[config.mk]
export PLATFORM = sky130hd
export DESIGN_NAME = first_fit_heap_allocator
export DESIGN_NICKNAME = d
export VERILOG_FILES = /design/src/design/ffha_pkg.sv /design/src/design/ffha_ram.sv /design/src/design/ffha_cmp_unit.sv /design/src/design/first_fit_heap_allocator.sv
export SDC_FILE = /design/constraint.sdc
export NUM_CORES = 2
export LEC_CHECK = 0
export ABC_AREA = 1
export BUFFER_PORTS_ARGS = -buffer_cell sky130_fd_sc_hd__buf_2
export CAP_MARGIN = 20
export CORE_AREA = 2 2 411 576
export CTS_CLUSTER_DIAMETER = 60
export CTS_CLUSTER_SIZE = 10
export DETAILED_ROUTE_END_ITERATION = 8
export DIE_AREA = 0 0 413 578
export PLACE_DENSITY = 0.76
export SYNTH_ARGS = -nofsm -noshare
export SYNTH_HDL_FRONTEND = slang
export SYNTH_SLANG_ARGS = --single-unit
[constraint.sdc]
create_clock -name clk -period 18.2 [get_ports clk]
set_input_delay 0.91 -clock clk [delete_from_list [all_inputs] [get_ports clk]]
set_output_delay 0.91 -clock clk [all_outputs]
set_load 0.02 [all_outputs]
[src/design/ffha_pkg.sv]
// Shared types, codes and constants for the first-fit heap allocator.
package ffha_pkg;

  localparam int ADDR_W     = 23;
  localparam int OUTCOME_W  = 3;
  localparam int CFG_IDX_W  = 2;

  localparam int MAX_BLOCKS_DEF   = 64;
  localparam int HEADER_BYTES_DEF = 8;
  localparam int GAP_BYTES_DEF    = 4;

  localparam logic [ADDR_W-1:0] HEAP_START_RESET = 23'h100000;
  localparam logic [ADDR_W-1:0] HEAP_LIMIT_RESET = 23'h400000;

  localparam logic [CFG_IDX_W-1:0] CFG_HEAP_START = 2'd0;
  localparam logic [CFG_IDX_W-1:0] CFG_HEAP_LIMIT = 2'd1;

  localparam logic OP_ALLOC = 1'b0;
  localparam logic OP_FREE  = 1'b1;

  localparam logic [OUTCOME_W-1:0] OC_REUSED   = 3'd0;
  localparam logic [OUTCOME_W-1:0] OC_APPENDED = 3'd1;
  localparam logic [OUTCOME_W-1:0] OC_ZERO     = 3'd2;
  localparam logic [OUTCOME_W-1:0] OC_NOMEM    = 3'd3;
  localparam logic [OUTCOME_W-1:0] OC_FREED    = 3'd4;
  localparam logic [OUTCOME_W-1:0] OC_BADFREE  = 3'd5;

  typedef struct packed {
    logic              opcode;
    logic [ADDR_W-1:0] request_size;
    logic [ADDR_W-1:0] free_address;
  } in_req_t;

  typedef struct packed {
    logic [ADDR_W-1:0]    block_address;
    logic [OUTCOME_W-1:0] outcome;
    logic [ADDR_W-1:0]    bytes_in_use;
  } out_res_t;

  typedef struct packed {
    logic              used;
    logic [ADDR_W-1:0] size;
    logic [ADDR_W-1:0] start;
  } entry_t;

  typedef struct packed {
    logic              hit;
    logic [ADDR_W-1:0] footprint;
    logic [ADDR_W-1:0] data_addr;
  } cmp_res_t;

endpackage

[src/design/ffha_ram.sv]
// Generic single-write, single-read RAM with registered read data.
module ffha_ram #(
  parameter int WIDTH = 8,
  parameter int DEPTH = 16,
  parameter int AW    = (DEPTH > 1) ? $clog2(DEPTH) : 1
) (
  input  logic             clk,
  input  logic             wr_en,
  input  logic [AW-1:0]    wr_addr,
  input  logic [WIDTH-1:0] wr_data,
  input  logic [AW-1:0]    rd_addr,
  output logic [WIDTH-1:0] rd_data
);

  logic [WIDTH-1:0] mem [DEPTH];

  always_ff @(posedge clk) begin
    if (wr_en) begin
      mem[wr_addr] <= wr_data;
    end
    rd_data <= mem[rd_addr];
  end

endmodule

[src/design/ffha_cmp_unit.sv]
// Shared compare and add unit that checks one table entry against the request.
module ffha_cmp_unit #(
  parameter int HEADER_BYTES = ffha_pkg::HEADER_BYTES_DEF,
  parameter int GAP_BYTES    = ffha_pkg::GAP_BYTES_DEF
) (
  input  ffha_pkg::entry_t   entry,
  input  ffha_pkg::in_req_t  req,
  output ffha_pkg::cmp_res_t res
);
  import ffha_pkg::*;

  logic [ADDR_W:0] data_addr_w;

  always_comb begin
    data_addr_w   = {1'b0, entry.start} + (ADDR_W+1)'(HEADER_BYTES);
    res.data_addr = data_addr_w[ADDR_W-1:0];
    res.footprint = entry.size + ADDR_W'(HEADER_BYTES + GAP_BYTES);
    if (req.opcode == OP_ALLOC) begin
      res.hit = !entry.used && (entry.size >= req.request_size);
    end else begin
      res.hit = (data_addr_w == {1'b0, req.free_address});
    end
  end

endmodule

[src/design/first_fit_heap_allocator.sv]
// Top level of the first-fit heap allocator: sequencer, state and result register.
//
//   Channel | Direction | Handshake          | Payload
//   in_     | input     | in_valid/in_stall  | in_req_t (opcode, size, address)
//   out_    | output    | out_valid/out_stall| out_res_t (address, outcome, bytes)
//   cfg_    | input     | cfg_valid/cfg_ready| cfg_index, cfg_data
//
// An allocate of size zero skips the table. Any other request reads one table entry per
// cycle through the table RAM and stops at the first entry read that matches; when none
// of the entries read matches, it goes on to an end step that appends or refuses it.
// Reset is synchronous and needs no clearing pass; the block count bounds all reads.
// A stalled result waits in the output register while the next request is taken.
module first_fit_heap_allocator #(
  parameter int MAX_BLOCKS   = ffha_pkg::MAX_BLOCKS_DEF,
  parameter int HEADER_BYTES = ffha_pkg::HEADER_BYTES_DEF,
  parameter int GAP_BYTES    = ffha_pkg::GAP_BYTES_DEF
) (
  input  logic                             clk,
  input  logic                             rst_n,
  input  logic                             in_valid,
  output logic                             in_stall,
  input  ffha_pkg::in_req_t                in_data,
  output logic                             out_valid,
  input  logic                             out_stall,
  output ffha_pkg::out_res_t               out_data,
  input  logic                             cfg_valid,
  output logic                             cfg_ready,
  input  logic [ffha_pkg::CFG_IDX_W-1:0]   cfg_index,
  input  logic [ffha_pkg::ADDR_W-1:0]      cfg_data
);
  import ffha_pkg::*;

  localparam int IW    = (MAX_BLOCKS > 1) ? $clog2(MAX_BLOCKS) : 1;
  localparam int CW    = $clog2(MAX_BLOCKS + 1);
  localparam int SUM_W = ADDR_W + 3;

  localparam logic [1:0] S_IDLE = 2'd0;
  localparam logic [1:0] S_SCAN = 2'd1;
  localparam logic [1:0] S_END  = 2'd2;
  localparam logic [1:0] S_DONE = 2'd3;

  logic [1:0]           state_r, state_nxt;
  logic [IW-1:0]        chk_r, chk_nxt;
  logic [CW-1:0]        count_r, count_nxt;
  logic [ADDR_W-1:0]    bump_r, bump_nxt;
  logic [ADDR_W-1:0]    used_r, used_nxt;
  logic [ADDR_W-1:0]    start_r, start_nxt;
  logic [ADDR_W-1:0]    limit_r, limit_nxt;
  in_req_t              req_r, req_nxt;
  logic [ADDR_W-1:0]    res_addr_r, res_addr_nxt;
  logic [OUTCOME_W-1:0] res_oc_r, res_oc_nxt;
  logic                 out_valid_r, out_valid_nxt;
  out_res_t             out_data_r, out_data_nxt;

  logic                 in_accept;
  logic                 wr_en;
  logic [IW-1:0]        wr_addr;
  entry_t               wr_entry;
  logic [IW-1:0]        rd_addr;
  entry_t               rd_entry;
  cmp_res_t             cmp;
  logic                 last_entry;
  logic [SUM_W-1:0]     data_end;
  logic [SUM_W-1:0]     end_gap;
  logic [SUM_W-1:0]     data_addr_new;
  logic                 nomem;
  logic [ADDR_W-1:0]    fp_new;

  ffha_ram #(
    .WIDTH ($bits(entry_t)),
    .DEPTH (MAX_BLOCKS),
    .AW    (IW)
  ) u_table (
    .clk     (clk),
    .wr_en   (wr_en),
    .wr_addr (wr_addr),
    .wr_data (wr_entry),
    .rd_addr (rd_addr),
    .rd_data (rd_entry)
  );

  ffha_cmp_unit #(
    .HEADER_BYTES (HEADER_BYTES),
    .GAP_BYTES    (GAP_BYTES)
  ) u_cmp (
    .entry (rd_entry),
    .req   (req_r),
    .res   (cmp)
  );

  assign in_stall  = (state_r != S_IDLE);
  assign in_accept = in_valid && !in_stall;
  assign cfg_ready = 1'b1;
  assign out_valid = out_valid_r;
  assign out_data  = out_data_r;

  assign rd_addr    = (state_r == S_SCAN) ? chk_r + IW'(1) : '0;
  assign last_entry = (CW'(chk_r) + CW'(1)) == count_r;

  assign data_end      = SUM_W'(bump_r) + SUM_W'(HEADER_BYTES) + SUM_W'(req_r.request_size);
  assign end_gap       = data_end + SUM_W'(GAP_BYTES);
  assign data_addr_new = SUM_W'(bump_r) + SUM_W'(HEADER_BYTES);
  assign nomem         = (count_r >= CW'(MAX_BLOCKS)) || (data_end >= SUM_W'(limit_r)) ||
                         (end_gap > SUM_W'(limit_r));
  assign fp_new        = req_r.request_size + ADDR_W'(HEADER_BYTES + GAP_BYTES);

  always_comb begin
    state_nxt     = state_r;
    chk_nxt       = chk_r;
    count_nxt     = count_r;
    bump_nxt      = bump_r;
    used_nxt      = used_r;
    start_nxt     = start_r;
    limit_nxt     = limit_r;
    req_nxt       = req_r;
    res_addr_nxt  = res_addr_r;
    res_oc_nxt    = res_oc_r;
    out_valid_nxt = out_valid_r && out_stall;
    out_data_nxt  = out_data_r;
    wr_en         = 1'b0;
    wr_addr       = chk_r;
    wr_entry      = rd_entry;

    case (state_r)
      S_IDLE: begin
        if (in_accept) begin
          req_nxt = in_data;
          chk_nxt = '0;
          if (in_data.opcode == OP_ALLOC && in_data.request_size == '0) begin
            res_addr_nxt = '0;
            res_oc_nxt   = OC_ZERO;
            state_nxt    = S_DONE;
          end else if (count_r == '0) begin
            state_nxt = S_END;
          end else begin
            state_nxt = S_SCAN;
          end
        end
      end
      S_SCAN: begin
        if (cmp.hit) begin
          state_nxt = S_DONE;
          if (req_r.opcode == OP_ALLOC) begin
            wr_en         = 1'b1;
            wr_entry.used = 1'b1;
            used_nxt      = used_r + cmp.footprint;
            res_addr_nxt  = cmp.data_addr;
            res_oc_nxt    = OC_REUSED;
          end else if (rd_entry.used) begin
            wr_en         = 1'b1;
            wr_entry.used = 1'b0;
            used_nxt      = used_r - cmp.footprint;
            res_addr_nxt  = req_r.free_address;
            res_oc_nxt    = OC_FREED;
          end else begin
            res_addr_nxt = '0;
            res_oc_nxt   = OC_BADFREE;
          end
        end else if (last_entry) begin
          state_nxt = S_END;
        end else begin
          chk_nxt = chk_r + IW'(1);
        end
      end
      S_END: begin
        state_nxt = S_DONE;
        if (req_r.opcode == OP_FREE) begin
          res_addr_nxt = '0;
          res_oc_nxt   = OC_BADFREE;
        end else if (nomem) begin
          res_addr_nxt = '0;
          res_oc_nxt   = OC_NOMEM;
        end else begin
          wr_en          = 1'b1;
          wr_addr        = count_r[IW-1:0];
          wr_entry.used  = 1'b1;
          wr_entry.size  = req_r.request_size;
          wr_entry.start = bump_r;
          count_nxt      = count_r + CW'(1);
          bump_nxt       = end_gap[ADDR_W-1:0];
          used_nxt       = used_r + fp_new;
          res_addr_nxt   = data_addr_new[ADDR_W-1:0];
          res_oc_nxt     = OC_APPENDED;
        end
      end
      S_DONE: begin
        if (!(out_valid_r && out_stall)) begin
          out_valid_nxt              = 1'b1;
          out_data_nxt.block_address = res_addr_r;
          out_data_nxt.outcome       = res_oc_r;
          out_data_nxt.bytes_in_use  = used_r;
          state_nxt                  = S_IDLE;
        end
      end
      default: begin
        state_nxt = S_IDLE;
      end
    endcase

    if (cfg_valid && cfg_ready) begin
      case (cfg_index)
        CFG_HEAP_START: begin
          start_nxt = cfg_data;
          bump_nxt  = cfg_data;
          count_nxt = '0;
          used_nxt  = '0;
        end
        CFG_HEAP_LIMIT: begin
          limit_nxt = cfg_data;
        end
        default: begin
        end
      endcase
    end
  end

  always_ff @(posedge clk) begin
    if (!rst_n) begin
      state_r     <= S_IDLE;
      chk_r       <= '0;
      count_r     <= '0;
      bump_r      <= HEAP_START_RESET;
      used_r      <= '0;
      start_r     <= HEAP_START_RESET;
      limit_r     <= HEAP_LIMIT_RESET;
      out_valid_r <= 1'b0;
    end else begin
      state_r     <= state_nxt;
      chk_r       <= chk_nxt;
      count_r     <= count_nxt;
      bump_r      <= bump_nxt;
      used_r      <= used_nxt;
      start_r     <= start_nxt;
      limit_r     <= limit_nxt;
      out_valid_r <= out_valid_nxt;
    end
  end

  always_ff @(posedge clk) begin
    req_r      <= req_nxt;
    res_addr_r <= res_addr_nxt;
    res_oc_r   <= res_oc_nxt;
    out_data_r <= out_data_nxt;
  end

endmodule

Yosys cells after proc, flatten, opt, wreduce, memory -nomap -nowiden. Memories as Yosys holds them, arrays and structs flattened. A register that Yosys moved wholly into a read port is not among the register bits. Index checks and enable logic that the tools add are counted.

Bits in writable memories: 3008. Bits in registers: 207. Output and inout port bits: 52. Memories: 1. Logic and storage cells: 133. Bits of input ports: 77.

Memories: u_table.mem (words 64, bits a word 47, rd ports 1, clocked after Yosys merged registers in 1, write ports 1, RTL line ffha_ram.sv:15) `logic [WIDTH-1:0] mem [DEPTH];`.

Reductions and logical operators: 21. Add/sub/neg operators: 12. Bitwise operators: 2. Mux-type cells: 65. Equality and inequality tests: 13. Order comparisons: 4.

Operator list (number): 2-to-1 mux 23 bit (19); 2-to-1 mux 47 bit (2); case mux 23 bit (3 select lines) (1); adder 23 x 4 -> 24 bit (second input constant) (2); adder 23 bit (2); adder 23 x 4 -> 23 bit (second input constant) (2); 2-to-1 mux 46 bit (1); case mux 23 bit (2 select lines) (1); 2-to-1 mux 6 bit (7); 2-to-1 mux 7 bit (5); adder 26 x 23 -> 26 bit (1); adder 26 x 3 -> 26 bit (second input constant) (1); >= comparator 26 x 23 -> 1 bit (1); > comparator 26 x 23 -> 1 bit (1); == test 24 x 23 -> 1 bit (1); >= comparator 23 bit (1); zero test 23 bit (1); subtractor 23 bit (1); 2-to-1 mux 3 bit (5); 2-to-1 mux 2 bit (7); 2-to-1 mux 1 bit (12); != test 2 bit (second input constant) (6); case mux 6 bit (2 select lines) (1); case mux 3 bit (3 select lines) (1); 21 further kinds (35).

Depth between registers and ports, before layout.
Word-level depth: 10. Mapped depth: 42. Mapped depth without buffers: 40.

Cells and area by module. From an unflattened synthesis, not the netlist that was laid out.

Cell total of the unflattened synthesis: 12731. Area total of the unflattened synthesis: 140309.6 µm².

By module, submodules not included: ffha_ram (times used 1, area an instance 120994.8 µm², cells each 9905, sequential area each 91267.5 µm²); first_fit_heap_allocator (times used 1, area an instance 17143.9 µm², cells each 2428, sequential area each 5365.1 µm²); ffha_cmp_unit (times used 1, area an instance 2170.8 µm², cells each 398, sequential area each 0.0 µm²).

Least setup slack after synthesis. OpenSTA, ideal clock, no wires.

Kind: flip-flop to flip-flop. Start: reg bump_r[3]. End: mem u_table.mem[0][45] in the netlist's numbering, data pin. Required time: 17.498 ns. Cell stages (with the launch flop): 34. Arrival: 6.971 ns. Setup time: 0.702 ns. Buffers on the path: 2. Setup slack: 10.528 ns. Clock period less this slack: 7.672 ns. Cells stage by stage: dfxtp_1 > inv_1 > nor3_1 > nand3_1 > nor3_1 > inv_1 > nor2_1 > nand3_1 > xor2_1 > inv_1 > ha_1 > nand2_1 > nor2_1 > nand2_1 > nor2_1 > nand2_1 > nand3_1 > nand2_1 > nand2_1 > nand2_1 > nor4_1 > nand3_1 > xor2_1 > inv_1 > ha_1 > nor3b_1 > nand4_1 > nand2_1 > nand4_1 > nor2_1 > buf_6 > inv_2 > buf_2 > o21ai_0.

Longest elaborated chain between the ends: 8. Elaborated cells on any way between the ends: 10. Those cells by class: add/sub (3); order compare (2); mux (3); reduce/logical (2).

RTL lines: start, declared (RTL line first_fit_heap_allocator.sv:45) `logic [ADDR_W-1:0] bump_r, bump_nxt;`; start signal, assigned (RTL line first_fit_heap_allocator.sv:231) `bump_r <= bump_nxt;`; adder 23 x 4 -> 24 bit *; adder 26 x 23 -> 26 bit * (RTL line first_fit_heap_allocator.sv:100) `assign data_end = SUM_W'(bump_r) + SUM_W'(HEADER_BYTES) + SUM_W'(req_r.request_size);`; adder 26 x 3 -> 26 bit / >= comparator 26 x 23 -> 1 bit (equally long branches) (RTL line first_fit_heap_allocator.sv:101, first_fit_heap_allocator.sv:103); > comparator 26 x 23 -> 1 bit / logical OR 1 bit (equally long branches) (RTL line first_fit_heap_allocator.sv:104, first_fit_heap_allocator.sv:103); logical OR 1 bit * (RTL line first_fit_heap_allocator.sv:103) `assign nomem = (count_r >= CW'(MAX_BLOCKS)) || (data_end >= SUM_W'(limit_r)) ||`; 2-to-1 mux 47 bit * (RTL line first_fit_heap_allocator.sv:170) `end else if (nomem) begin`; 2-to-1 mux 47 bit * (RTL line first_fit_heap_allocator.sv:167) `if (req_r.opcode == OP_FREE) begin`; 2-to-1 mux 46 bit * (RTL line first_fit_heap_allocator.sv:124) `case (state_r)`; named net u_table.wr_data[45] (RTL line ffha_ram.sv:10) `input logic [WIDTH-1:0] wr_data,`; end, declared (RTL line ffha_ram.sv:15).

The timed path passes the listed nets; every way through them passes the cells marked *.

Worst setup path after layout.
Start: reg bump_r[4]. End: mem u_table.mem[26][0] in the netlist's numbering, enable pin.

Longest elaborated chain between the ends: 10. Elaborated cells on any way between the ends: 15. Those cells by class: add/sub (3); order compare (2); mux (8); reduce/logical (2).

RTL lines: adder 23 x 4 -> 24 bit *; adder 26 x 23 -> 26 bit * (RTL line first_fit_heap_allocator.sv:100); adder 26 x 3 -> 26 bit / >= comparator 26 x 23 -> 1 bit (equally long branches) (RTL line first_fit_heap_allocator.sv:101, first_fit_heap_allocator.sv:103); > comparator 26 x 23 -> 1 bit / logical OR 1 bit (equally long branches) (RTL line first_fit_heap_allocator.sv:104, first_fit_heap_allocator.sv:103); logical OR 1 bit * (RTL line first_fit_heap_allocator.sv:103); 2-to-1 mux 1 bit (RTL line first_fit_heap_allocator.sv:170); 2-to-1 mux 1 bit (RTL line first_fit_heap_allocator.sv:167); case mux 1 bit (2 select lines) (RTL line first_fit_heap_allocator.sv:124); 2-to-1 mux 1 bit (RTL line ffha_ram.sv:18) `if (wr_en) begin`; 2-to-1 mux 1 bit (not written as such) (RTL line ffha_ram.sv:19) `mem[wr_addr] <= wr_data;`.

Every way passes the cells marked *; elsewhere a longest branch is shown, timed or not.

==> impl_metrics.env <==
export IMPL_worst_slew_pin_slew_ns=1.16
export IMPL_holdBufCountCts=0
export IMPL_relSlewSlack_pct=22.4
export IMPL_mostFrequentLayoutCells="edfxtp_1 (3130), a21oi_1 (1373), nor2_1 (1016)"
export IMPL_internal_power_mw=15.2
export IMPL_fin_crit_ns=9.60
export IMPL_slew_viol_final=0
export IMPL_path_buf_inv=8
export IMPL_setup_viol=0
export IMPL_syn_to_final_growth_pct=10.2
export IMPL_htreeDepth=5
export IMPL_max_clock_freq_ghz=0.104
export IMPL_coreArea_um2=233000
export IMPL_hpwlAfterDp_um=246000
export IMPL_die_x_um=413
export IMPL_cp_start_kind="flop"
export IMPL_grt_pass1_wl_um=619000
export IMPL_overflow=0
export IMPL_firstDrtPassIters=7
export IMPL_dp_cells=13700
export IMPL_ys_flop_type="edfxtp_1"
export IMPL_syn_num_nets=11400
export IMPL_final_common_cell="edfxtp_1"
export IMPL_rows=210
export IMPL_drc=0
export IMPL_cts_inserted_buffers=374
export IMPL_clock_latency_ns=0.91
export IMPL_final_nets=11200
export IMPL_hold_viol_final=0
export IMPL_cp_slowest_stage_delay_ns=0.76
export IMPL_r2r_slack_ns=8.60
export IMPL_switching_share_pct=36.9
export IMPL_synth_edf_count=3130
export IMPL_syn_avg_cell_area_um2=12.5
export IMPL_ys_warn_count=0
export IMPL_track_usage_pct=34.9
export IMPL_regArea_um2=96600
export IMPL_synth_seq_area_share_pct=69.3
export IMPL_vias=99300
export IMPL_cts_setup_buffers=0
export IMPL_ys_async_sr_fraction_pct=0
export IMPL_cts_path_max_buffers=4
export IMPL_crit_top_cell="nand2_1"
export IMPL_drt_total_wl_um=427000
export IMPL_fill_cells=16300
export IMPL_irDropWorstVdd_mv=0.155
export IMPL_die_y_um=578
export IMPL_netlist_instances=11100
export IMPL_top_layer_used="met5"
export IMPL_met1Wirelength_um=147000
export IMPL_critical_path_max_fanout=53
export IMPL_rsz0062_at_grt="false"
export IMPL_drtIter0Drc=15000
export IMPL_globalplace_congestion=0.955
export IMPL_dieArea_um2=239000
export IMPL_ios=129
export IMPL_synth_seq_cells=3262
export IMPL_crit_family="simple AND/OR/NAND/NOR gates"
export IMPL_drive_above_1_share_pct=8.43
export IMPL_clk_pin_slew_worst_paths_ns=0.06
export IMPL_final_util_pct=65.8
export IMPL_outcome="finished clean"
export IMPL_cp_slowest_cell="nand4_1"
export IMPL_pwr_share_comb_pct=31.2
export IMPL_vias_per_cell=7.01
export IMPL_cts_sinks=3262
export IMPL_cts_resized=0
export IMPL_synth_cell_types=52
export IMPL_wl_met2_um=205000
export IMPL_synth_area_um2=139000
export IMPL_p_switching_mw=8.89
export IMPL_cp_end_kind="flop"
export IMPL_grt_start_max_net_pins=219
export IMPL_criticalPathCategory="reg2reg"
export IMPL_io_buffers=127
export IMPL_clock_skew_ns=0.0655
export IMPL_start_util_pct=59.8
export IMPL_wl_per_cell_um=30.2
export IMPL_fin_setup_tns_ns=0
export IMPL_min_path_type="in2reg"
export IMPL_drtAntennaViolNets=0
export IMPL_cap_viol_max_count=0
export IMPL_multi_input_area_um2=39000
export IMPL_period_share_pct=52.7
export IMPL_root_buffer="clkbuf_16"
export IMPL_critPathRequiredTime_ns=18.73
export IMPL_power_frac_seq_pct=41.7
export IMPL_power_leakage_nw=50.1
export IMPL_met3_wirelength_um=45500
export IMPL_antenna_found_initial=20
export IMPL_power_density_nw_per_um2=157
export IMPL_cp_arrival_ns=10.13
export IMPL_instances_no_fill=14200
export IMPL_cts_tree="yes"
export IMPL_clkPwrFrac_pct=27.1
export IMPL_grt_pass1_vias=96500
per-layer routing:
layer,global-route usage [%],vias up
met4,21.8,8
li1,-,42400
met2,56.6,6980
met1,43.5,48600
met5,0,-
met3,6.71,1391
final timing paths:
| path | startpoint | to | cells past startpoint |
|---|---|---|---|
| worst max-delay path | bump_r[4]$_SDFF_PN0_ | u_table.mem[26][0]$_DFFE_PP_ | 36 |
| worst min-delay path | in_data[4] | req_r[4]$_DFFE_PP_ | 1 |
| worst max register to register | bump_r[4]$_SDFF_PN0_ | u_table.mem[26][0]$_DFFE_PP_ | 36 |
| worst min register to register | res_oc_r[1]$_DFFE_PP_ | out_data[24]$_DFFE_PP_ | 0 |
area by class of cell:
cell class	instances	area share, %
clock buffer	471	6.41
tap	3074	2.50
clock inverter	28	0.178
timing repair buffer	357	1.65
inverter	382	0.948
sequential	3262	62.9
antenna	5	0.00814
multi-input combinational	6592	25.4
worst register-to-register path, delay by kind of cell, from the launching register on:
kind | cells | cell delay [ns]
AOI/OAI and AO/OA | 1 | 0.21
xor gates and xnor gates | 2 | 0.34
adders and majority gates | 2 | 0.65
buffers and inverters | 8 | 2.24
DFF | 1 | 0.35
and+or+nand+nor | 23 | 5.42
sequential cells by signal, indices dropped and copies added (netlist names):
register         cells
bump_r              23
res_oc_r             3
chk_r                6
count_r              7
state_r              2
req_r               47
used_r              23
u_table.mem       3008
limit_r             23
out_data            49
out_valid            1
u_table.rd_data     47
res_addr_r          23
Yosys cell counts, drive strengths merged (6+ instances only):
cell / n / area (um^2)
a21o: 13 / 97.6
o21a: 6 / 45.0
nand3b: 16 / 120
a21oi: 1374 / 6880
nor3: 40 / 200
xor2: 88 / 778
o21ai: 1019 / 5120
o21bai: 15 / 113
inv: 380 / 1430
xnor2: 19 / 166
nor2: 1093 / 4130
o221ai: 376 / 3290
dfxtp: 132 / 2640
nand4: 43 / 269
buf: 63 / 287
ha: 189 / 2360
a211oi: 11 / 82.6
o211ai: 857 / 6430
nand2: 764 / 2900
nand3: 230 / 1160
edfxtp: 3130 / 94000
nor4: 20 / 125
o32ai: 376 / 3290
o22ai: 9 / 56.3
clkbuf: 837 / 3140
power by group through the flow:
stage / clock, mW / sequential, mW / combinational (mW)
after floorplan: 0 / 10.2 / 4.30
after CTS: 6.56 / 10.0 / 7.26
after global placement: 0 / 10.2 / 7.02
after global routing: 6.84 / 10.0 / 7.93
after detailed placement: 0 / 10.2 / 7.23
final: 6.54 / 10.0 / 7.50
through the flow:
stage | total power [mW] | setup slack, ns | hold slack [ns] | area, um^2
after floorplan | 14.5 | 10.53 | 0.400 | 139000
after global placement | 17.2 | 8.85 | 0.404 | 143000
after detailed placement | 17.4 | 8.89 | 0.405 | 143000
after CTS | 23.8 | 8.82 | 0.170 | 154000
after global routing | 24.8 | 7.91 | 0.190 | 154000
final | 24.1 | 8.60 | 0.206 | 154000
cells by family (layout without fill, tap and decap cells):
logic type,after synthesis,after routing,share of synthesized area (%)
other,1,6,0.00269
AO/OA/AOI/OAI,4074,4074,18.3
buffers and inverters,1282,1238,3.49
XOR/XNOR,109,109,0.710
adder cells (fa/ha/maj),193,193,1.75
AND/OR/NAND/NOR,2215,2215,6.43
flip-flops,3262,3262,69.3
No activity file was read; power rests on OpenSTA's default activity.
